File: config.mk
export PLATFORM = sky130hd
export DESIGN_NAME = heartbeat_membership_table
export DESIGN_NICKNAME = d
export VERILOG_FILES = /design/src/rtl/core/hmt_pkg.sv /design/src/rtl/core/heartbeat_membership_table.sv
export SDC_FILE = /design/constraint.sdc
export NUM_CORES = 2
export LEC_CHECK = 0
export ABC_AREA = 1
export BUFFER_PORTS_ARGS = -buffer_cell sky130_fd_sc_hd__buf_2
export CORE_MARGIN = 4
export CORE_UTILIZATION = 50
export CTS_CLUSTER_SIZE = 16
export DETAILED_ROUTE_END_ITERATION = 8
export PLACE_DENSITY_LB_ADDON = 0.12
export SLEW_MARGIN = 20
export SYNTH_ARGS = -nofsm -noshare
export SYNTH_HDL_FRONTEND = slang
export SYNTH_SLANG_ARGS = --single-unit
File: constraint.sdc
create_clock -name clk -period 16.1 [get_ports clk]
set_input_delay 2.415 -clock clk [delete_from_list [all_inputs] [get_ports clk]]
set_output_delay 2.415 -clock clk [all_outputs]
set_load 0.03 [all_outputs]
File: src/rtl/core/hmt_pkg.sv
package hmt_pkg;

  localparam int TABLE_DEPTH = 32;
  localparam int IDX_W       = $clog2(TABLE_DEPTH);
  localparam int CNT_W       = $clog2(TABLE_DEPTH + 1);

  localparam int ID_W   = 32;
  localparam int PORT_W = 16;
  localparam int BEAT_W = 32;
  localparam int TIME_W = 32;
  localparam int KIND_W = 3;
  localparam int CFG_W  = 32;

  typedef logic [1:0] op_t;
  localparam op_t OP_INSERT = 2'd0;
  localparam op_t OP_UPDATE = 2'd1;
  localparam op_t OP_SWEEP  = 2'd2;
  localparam op_t OP_GOSSIP = 2'd3;

  typedef logic [KIND_W-1:0] kind_t;
  localparam kind_t KIND_NONE      = 3'd0;
  localparam kind_t KIND_ADDED     = 3'd1;
  localparam kind_t KIND_UPDATED   = 3'd2;
  localparam kind_t KIND_UNCHANGED = 3'd3;
  localparam kind_t KIND_REMOVED   = 3'd4;
  localparam kind_t KIND_GOSSIP    = 3'd5;
  localparam kind_t KIND_FULL      = 3'd6;

  typedef logic [1:0] cfg_idx_t;
  localparam cfg_idx_t CFG_SELF_ID   = 2'd0;
  localparam cfg_idx_t CFG_SELF_PORT = 2'd1;
  localparam cfg_idx_t CFG_TIMEOUT   = 2'd2;

  localparam logic [TIME_W-1:0] TIMEOUT_RST = 32'd15;

  typedef struct packed {
    logic [ID_W-1:0]   id;
    logic [PORT_W-1:0] port;
    logic [BEAT_W-1:0] beat;
    logic [TIME_W-1:0] seen;
  } entry_t;

  typedef struct packed {
    kind_t             kind;
    logic [ID_W-1:0]   id;
    logic [PORT_W-1:0] port;
    logic [BEAT_W-1:0] beat;
  } result_t;

endpackage

File: src/rtl/core/heartbeat_membership_table.sv
// The walk reads the slots in turn; an id match ends an insert or update early, an
// insert or update that adds writes the new entry after the walk, and an insert or
// update naming the own id skips the walk. One item at a time: the next transfer is
// taken in the cycle the final result is first offered. The walk reads one slot per
// cycle; output stalls pause it.
// Reset (synchronous, rst_n low): all slots invalid, own heartbeat zero, timeout 15.
module heartbeat_membership_table import hmt_pkg::*; (
  input  logic              clk,
  input  logic              rst_n,
  input  logic              cfg_we,
  input  cfg_idx_t          cfg_index,
  input  logic [CFG_W-1:0]  cfg_data,
  input  logic              in_valid,
  output logic              in_ready,
  input  op_t               in_operation,
  input  logic [ID_W-1:0]   in_member_id,
  input  logic [PORT_W-1:0] in_member_port,
  input  logic [BEAT_W-1:0] in_beat,
  input  logic [TIME_W-1:0] in_now,
  output logic              out_valid,
  input  logic              out_ready,
  output kind_t             out_kind,
  output logic [ID_W-1:0]   out_id,
  output logic [PORT_W-1:0] out_port,
  output logic [BEAT_W-1:0] out_beat,
  output logic              out_last
);

  typedef enum logic [1:0] {S_IDLE, S_SCAN, S_FINISH, S_FLUSH} state_t;

  state_t                  state_r, state_nxt;
  op_t                     op_r, op_nxt;
  logic [ID_W-1:0]         id_r, id_nxt;
  logic [PORT_W-1:0]       port_r, port_nxt;
  logic [BEAT_W-1:0]       beat_r, beat_nxt;
  logic [TIME_W-1:0]       now_r, now_nxt;
  logic [ID_W-1:0]         self_id_r, self_id_nxt;
  logic [PORT_W-1:0]       self_port_r, self_port_nxt;
  logic [TIME_W-1:0]       timeout_r, timeout_nxt;
  logic [BEAT_W-1:0]       own_beat_r, own_beat_nxt;
  logic [TABLE_DEPTH-1:0]  slot_valid_r, slot_valid_nxt;
  logic [CNT_W-1:0]        rd_cnt_r, rd_cnt_nxt;
  logic                    ev_vld_r, ev_vld_nxt;
  logic [IDX_W-1:0]        ev_idx_r, ev_idx_nxt;
  logic                    pend_vld_r, pend_vld_nxt;
  result_t                 pend_r, pend_nxt;
  logic                    out_vld_r, out_vld_nxt;
  result_t                 out_r;
  logic                    out_last_r;

  entry_t                  mem [TABLE_DEPTH];
  entry_t                  rd_data_r;
  logic                    rd_en;
  logic [IDX_W-1:0]        rd_addr;
  logic                    mem_we;
  logic [IDX_W-1:0]        mem_wa;
  entry_t                  mem_wd;

  logic                    push;
  result_t                 push_res;
  logic                    push_last;
  logic                    out_free;
  logic                    hit;
  logic                    stall;
  logic                    stop_early;
  logic                    last_slot;
  logic                    newer;
  logic [TIME_W-1:0]       age;
  result_t                 ev_res;
  logic                    free_found;
  logic [IDX_W-1:0]        free_idx;

  assign in_ready  = (state_r == S_IDLE);
  assign out_valid = out_vld_r;
  assign out_kind  = out_r.kind;
  assign out_id    = out_r.id;
  assign out_port  = out_r.port;
  assign out_beat  = out_r.beat;
  assign out_last  = out_last_r;

  assign out_free  = !out_vld_r || out_ready;
  assign rd_addr   = rd_cnt_r[IDX_W-1:0];
  assign age       = now_r - rd_data_r.seen;
  assign newer     = beat_r > rd_data_r.beat;
  assign last_slot = (ev_idx_r == IDX_W'(TABLE_DEPTH - 1));

  // evaluation of the slot whose entry just came out of the memory
  always_comb begin
    hit    = 1'b0;
    ev_res = '{kind: KIND_GOSSIP, id: rd_data_r.id, port: rd_data_r.port,
               beat: rd_data_r.beat};
    case (op_r)
      OP_INSERT: begin
        hit         = slot_valid_r[ev_idx_r] && (rd_data_r.id == id_r);
        ev_res.kind = KIND_UNCHANGED;
      end
      OP_UPDATE: begin
        hit = slot_valid_r[ev_idx_r] && (rd_data_r.id == id_r) &&
              (rd_data_r.port == port_r);
        if (newer) begin
          ev_res.kind = KIND_UPDATED;
          ev_res.beat = beat_r;
        end else begin
          ev_res.kind = KIND_UNCHANGED;
        end
      end
      OP_SWEEP: begin
        hit         = slot_valid_r[ev_idx_r] && (age >= timeout_r);
        ev_res.kind = KIND_REMOVED;
      end
      default: begin
        hit         = slot_valid_r[ev_idx_r];
        ev_res.kind = KIND_GOSSIP;
      end
    endcase
  end

  assign stop_early = hit && ((op_r == OP_INSERT) || (op_r == OP_UPDATE));
  // a new result needs the pending one moved out first
  assign stall = ev_vld_r && hit && pend_vld_r && !out_free;

  // lowest free slot
  always_comb begin
    free_found = 1'b0;
    free_idx   = '0;
    for (int i = TABLE_DEPTH - 1; i >= 0; i--) begin
      if (!slot_valid_r[i]) begin
        free_found = 1'b1;
        free_idx   = IDX_W'(i);
      end
    end
  end

  always_comb begin
    state_nxt      = state_r;
    op_nxt         = op_r;
    id_nxt         = id_r;
    port_nxt       = port_r;
    beat_nxt       = beat_r;
    now_nxt        = now_r;
    self_id_nxt    = self_id_r;
    self_port_nxt  = self_port_r;
    timeout_nxt    = timeout_r;
    own_beat_nxt   = own_beat_r;
    slot_valid_nxt = slot_valid_r;
    rd_cnt_nxt     = rd_cnt_r;
    ev_vld_nxt     = ev_vld_r;
    ev_idx_nxt     = ev_idx_r;
    pend_vld_nxt   = pend_vld_r;
    pend_nxt       = pend_r;
    rd_en          = 1'b0;
    mem_we         = 1'b0;
    mem_wa         = ev_idx_r;
    mem_wd         = '{id: rd_data_r.id, port: rd_data_r.port, beat: beat_r, seen: now_r};
    push           = 1'b0;
    push_res       = pend_r;
    push_last      = 1'b0;

    if (cfg_we) begin
      case (cfg_index)
        CFG_SELF_ID:   self_id_nxt   = cfg_data[ID_W-1:0];
        CFG_SELF_PORT: self_port_nxt = cfg_data[PORT_W-1:0];
        CFG_TIMEOUT:   timeout_nxt   = cfg_data[TIME_W-1:0];
        default: ;
      endcase
    end

    case (state_r)
      S_IDLE: begin
        if (in_valid) begin
          op_nxt       = in_operation;
          id_nxt       = in_member_id;
          port_nxt     = in_member_port;
          beat_nxt     = in_beat;
          now_nxt      = in_now;
          rd_cnt_nxt   = '0;
          ev_vld_nxt   = 1'b0;
          pend_vld_nxt = 1'b0;
          state_nxt    = S_SCAN;
          case (in_operation)
            OP_INSERT: begin
              if (in_member_id == self_id_r) begin
                pend_nxt     = '{kind: KIND_UNCHANGED, id: self_id_r, port: self_port_r,
                                 beat: own_beat_r};
                pend_vld_nxt = 1'b1;
                state_nxt    = S_FLUSH;
              end
            end
            OP_UPDATE: begin
              // own id: flush with nothing pending gives the "none" result
              if (in_member_id == self_id_r) state_nxt = S_FLUSH;
            end
            OP_GOSSIP: begin
              own_beat_nxt = own_beat_r + BEAT_W'(1);
              pend_nxt     = '{kind: KIND_GOSSIP, id: self_id_r, port: self_port_r,
                               beat: own_beat_r + BEAT_W'(1)};
              pend_vld_nxt = 1'b1;
            end
            default: ;
          endcase
        end
      end
      S_SCAN: begin
        if (!stall) begin
          if (rd_cnt_r < CNT_W'(TABLE_DEPTH)) begin
            rd_en      = 1'b1;
            rd_cnt_nxt = rd_cnt_r + CNT_W'(1);
            ev_vld_nxt = 1'b1;
            ev_idx_nxt = rd_cnt_r[IDX_W-1:0];
          end else begin
            ev_vld_nxt = 1'b0;
          end
          if (ev_vld_r && hit) begin
            if (pend_vld_r) push = 1'b1;
            pend_nxt     = ev_res;
            pend_vld_nxt = 1'b1;
            if (op_r == OP_SWEEP) slot_valid_nxt[ev_idx_r] = 1'b0;
            if ((op_r == OP_UPDATE) && newer) mem_we = 1'b1;
          end
          if (ev_vld_r && (stop_early || last_slot)) begin
            if (!stop_early && ((op_r == OP_INSERT) || (op_r == OP_UPDATE)))
              state_nxt = S_FINISH;
            else
              state_nxt = S_FLUSH;
          end
        end
      end
      S_FINISH: begin
        if (free_found) begin
          mem_we                   = 1'b1;
          mem_wa                   = free_idx;
          mem_wd                   = '{id: id_r, port: port_r, beat: beat_r, seen: now_r};
          slot_valid_nxt[free_idx] = 1'b1;
          pend_nxt                 = '{kind: KIND_ADDED, id: id_r, port: port_r,
                                       beat: beat_r};
        end else begin
          pend_nxt = '{kind: KIND_FULL, id: id_r, port: port_r, beat: beat_r};
        end
        pend_vld_nxt = 1'b1;
        state_nxt    = S_FLUSH;
      end
      S_FLUSH: begin
        if (out_free) begin
          push         = 1'b1;
          push_last    = 1'b1;
          push_res     = pend_vld_r ? pend_r
                                    : result_t'{kind: KIND_NONE, id: '0, port: '0,
                                                beat: '0};
          pend_vld_nxt = 1'b0;
          state_nxt    = S_IDLE;
        end
      end
      default: state_nxt = S_IDLE;
    endcase

    out_vld_nxt = push ? 1'b1 : (out_ready ? 1'b0 : out_vld_r);
  end

  always_ff @(posedge clk) begin
    if (!rst_n) begin
      state_r      <= S_IDLE;
      self_id_r    <= '0;
      self_port_r  <= '0;
      timeout_r    <= TIMEOUT_RST;
      own_beat_r   <= '0;
      slot_valid_r <= '0;
      rd_cnt_r     <= '0;
      ev_vld_r     <= 1'b0;
      pend_vld_r   <= 1'b0;
      out_vld_r    <= 1'b0;
    end else begin
      state_r      <= state_nxt;
      self_id_r    <= self_id_nxt;
      self_port_r  <= self_port_nxt;
      timeout_r    <= timeout_nxt;
      own_beat_r   <= own_beat_nxt;
      slot_valid_r <= slot_valid_nxt;
      rd_cnt_r     <= rd_cnt_nxt;
      ev_vld_r     <= ev_vld_nxt;
      pend_vld_r   <= pend_vld_nxt;
      out_vld_r    <= out_vld_nxt;
    end
  end

  always_ff @(posedge clk) begin
    op_r     <= op_nxt;
    id_r     <= id_nxt;
    port_r   <= port_nxt;
    beat_r   <= beat_nxt;
    now_r    <= now_nxt;
    ev_idx_r <= ev_idx_nxt;
    pend_r   <= pend_nxt;
    if (push) begin
      out_r      <= push_res;
      out_last_r <= push_last;
    end
  end

  // entry memory: one write port, one registered read port
  always_ff @(posedge clk) begin
    if (mem_we) mem[mem_wa] <= mem_wd;
    if (rd_en) rd_data_r <= mem[rd_addr];
  end

endmodule

==> qor.yml <==
sta:
  skew_ns: 0.0815
  fmax_ghz: 0.104
  relSlewSlack_pct: 16.6
  hold_viol_final: 0
  fin_crit_ns: 9.61
  rsz0062_at_grt: "no"
  worstMarginPinSlew_ns: 1.24
  finalCritPeriodShare_pct: 59.7
  drv_slew: 0
  worst_hold_slack_ns: 0.471
  setup_tns_ns: 0
  setup-violations-final: 0
pwr:
  power.density_nw_per_um2: 165
  swShare_pct: 32.5
  pwr-share-clk_pct: 31.9
  p_seq_share_pct: 44.9
  power_frac_comb_pct: 23.1
  intPower_uw: 20600
  p_switching_uw: 9940
  power_leakage_uw: 0.0613
  ir_drop_mv: 0.134
clocking:
  cts.sinks: 4137
  root_buffer: "clkbuf_16"
  h-tree-depth: 5
  clk_pin_slew_ns: 0.06
  clock_latency_ns: 1.01
  postCtsSetupRepairBufs: 0
  cts-buffers-inserted: 425
  cts_hold_buf: 0
  ctsResizeCount: 0
  cts_tree: "done"
  clock_path_buffers: 4
worst_hold_path:
  hp-class: "flop to flop"
synthesis:
  synth_area_per_cell_um2: 13.0
  synth_top_cell_by_area: "edfxtp_1"
  async_flop_share_pct: 0
  yosysUniqueCellTypes: 61
  yosysMostFrequentCell: "edfxtp_1"
  yosys_warnings: 0
  ys_ff_latch: 4137
  synth_edf_count: 3982
  syn_area_um2: 164000
  syn_nets: 12900
  synth_area_leaders: "edfxtp_1, o21ai_0, nor2_1, o22ai_1, dfxtp_1"
  synth_top_area_share_pct: 72.7
  synth.top_cells.by_count: "edfxtp_1, nor2_1, o21ai_0"
  synthCells: 12600
  synthFlopType: "edfxtp_1"
  seq_area_frac_synth_pct: 74.6
worst_setup_path:
  crit_type: "flop to flop"
  crit_path_end_kind: "flop"
  crit_end: "mem[16][55]"
  reg2reg_from: "now_r[0]"
  cp_slowest_cell: "nor2_4"
  cp-start-kind: "flop"
  cp_slowest_stage_delay_ns: 0.85
  worstRegToRegCells: 34
  cp-startpoint: "now_r[0]"
  r2r-end: "mem[16][55]"
  critPathMaxFanout: 33
  cp.required_ns: 16.67
  rrSetupSlack_ns: 6.49
  worstPathArrival_ns: 10.18
floorplan:
  start_util_pct: 50.2
  die_x_um: 581
  io_pins: 239
  fp.coreArea_um2: 327000
  row_count: 210
  dieHeight_um: 581
  die_area_um2: 338000
global_route:
  grt_start_max_net_pins: 185
  grt_usage_pct: 32.1
  grt_pass1_wl_um: 786000
  grt_overflow: 0
  grt_pass1_vias: 105000
  antenna_found_initial: 72
status:
  run_status: "finished, final reports clean"
routing:
  wl_per_cell_um: 31.9
  drc: 0
  first_iter_violations: 16500
  vias: 112000
  top_layer_used: "met5"
  wl_met1_um: 220000
  met2_length_um: 247000
  viasPerCell: 6.41
  routed_wl_um: 557000
  wl_met3_um: 63600
  ant_nets: 0
  dr.pass1.iters: 8
finish:
  finalNonFillerCells: 17500
  layout-drive-gt1-share_pct: 9.89
  nNetsFinal: 13000
  fin_area_um2: 185000
  fillers: 26200
  syn_to_final_growth_pct: 12.5
place:
  placed_cells: 16700
  postPlaceCellArea_um2: 171000
  port_buffers: 238
  gp_congestion: 0.902
  dpl.hpwl_um: 313000
run:
  cap_violations: 0
## per-layer routing
layer / up-vias / track usage [%]
met5: - / 0
met3: 1161 / 6.90
met1: 56200 / 45.8
met4: 36 / 13.8
met2: 7129 / 47.8
li1: 47400 / -
## flip-flops by register name, indices dropped and copies added (netlist names), 2 cells and up
signal / flops
pend_r: 83
rd_data_r: 64
own_beat_r: 32
timeout_r: 32
slot_valid_r: 32
mem: 3584
out_kind: 3
beat_r: 32
self_id_r: 32
rd_cnt_r: 6
id_r: 32
port_r: 16
ev_res: 48
ev_idx_r: 5
now_r: 32
out_id: 32
state_r: 2
out_port: 16
out_beat: 32
op_r: 2
self_port_r: 16
## power groups by stage
stage          clock [uW]  sequential, uW  combinational [uW]
3_3_place_gp            0           13900                6790
6_report             9760           13700                7070
3_5_place_dp            0           13900                6880
2_1_floorplan           0           14100                3650
5_1_grt             10300           13700                7560
4_1_cts              9860           13700                6890
## how the worst min path moves through the flow
stage	end	from	cells after the start
global placement	timeout_r[17]	timeout_r[17]	2
detailed placement	timeout_r[30]	timeout_r[30]	2
CTS	timeout_r[30]	timeout_r[30]	2
global route	timeout_r[30]	timeout_r[30]	2
finish	timeout_r[30]	timeout_r[30]	2
floorplan	ev_idx_r[2]	rd_cnt_r[2]	0
## metrics by stage
step,total power [uW],utilization (%),setup slack (ns)
2_1_floorplan,17800,-,4.93
3_3_place_gp,20700,52.2,6.38
3_5_place_dp,20800,52.3,6.36
4_1_cts,30500,56.4,6.30
5_1_grt,31600,56.5,6.10
6_report,30600,56.5,6.49
## worst max-delay path, delay by kind of cell (launching register included)
| kind | cells | cell delay, ns |
|---|---|---|
| flip-flops | 1 | 0.36 |
| AND/OR/NAND/NOR | 10 | 3.02 |
| XOR/XNOR | 1 | 0.15 |
| AO/OA/AOI/OAI | 15 | 2.93 |
| adder cells (fa/ha/maj) | 3 | 0.84 |
| buffers and inverters | 5 | 1.80 |
## layout by cell type (no fill, tap or decap), drive strengths merged, types with 33 or more instances in the layout
cell	instances
clkinv	199
diode	34
edfxtp	3982
xnor2	53
xor2	54
nand4	74
dfxtp	155
a221oi	59
bufinv	41
ha	105
clkbuf	525
nor2	2167
o211ai	58
o22ai	600
a21oi	329
nor3	44
a31oi	33
nand3	175
o21ai	2158
nand2	781
a32oi	52
o221ai	308
inv	421
buf	542
## cell type report
class | count | area, um2 | share of cell area [%]
diodes | 34 | 85.1 | 0.0460
flip-flops and latches | 4137 | 123000 | 66.3
clock inverters | 257 | 2500 | 1.35
repair buffers | 543 | 4030 | 2.18
inverters | 415 | 1620 | 0.877
clock buffers | 524 | 11200 | 6.04
multi-input cells | 7220 | 37400 | 20.2
well taps | 4346 | 5440 | 2.94
## kinds of logic (layout without fill, tap and decap cells)
| logic type | Yosys count | after routing | share of synthesized area [%] |
|---|---|---|---|
| flip-flops | 4137 | 4137 | 74.6 |
| AO/OA/AOI/OAI | 3733 | 3733 | 13.2 |
| AND/OR/NAND/NOR | 3274 | 3274 | 7.89 |
| buffers and inverters | 1273 | 1739 | 2.93 |
| XOR/XNOR | 107 | 107 | 0.570 |
| adder cells (fa/ha/maj) | 106 | 106 | 0.811 |
| other | 0 | 34 | 0 |
No activity file was read; power rests on OpenSTA's default activity.
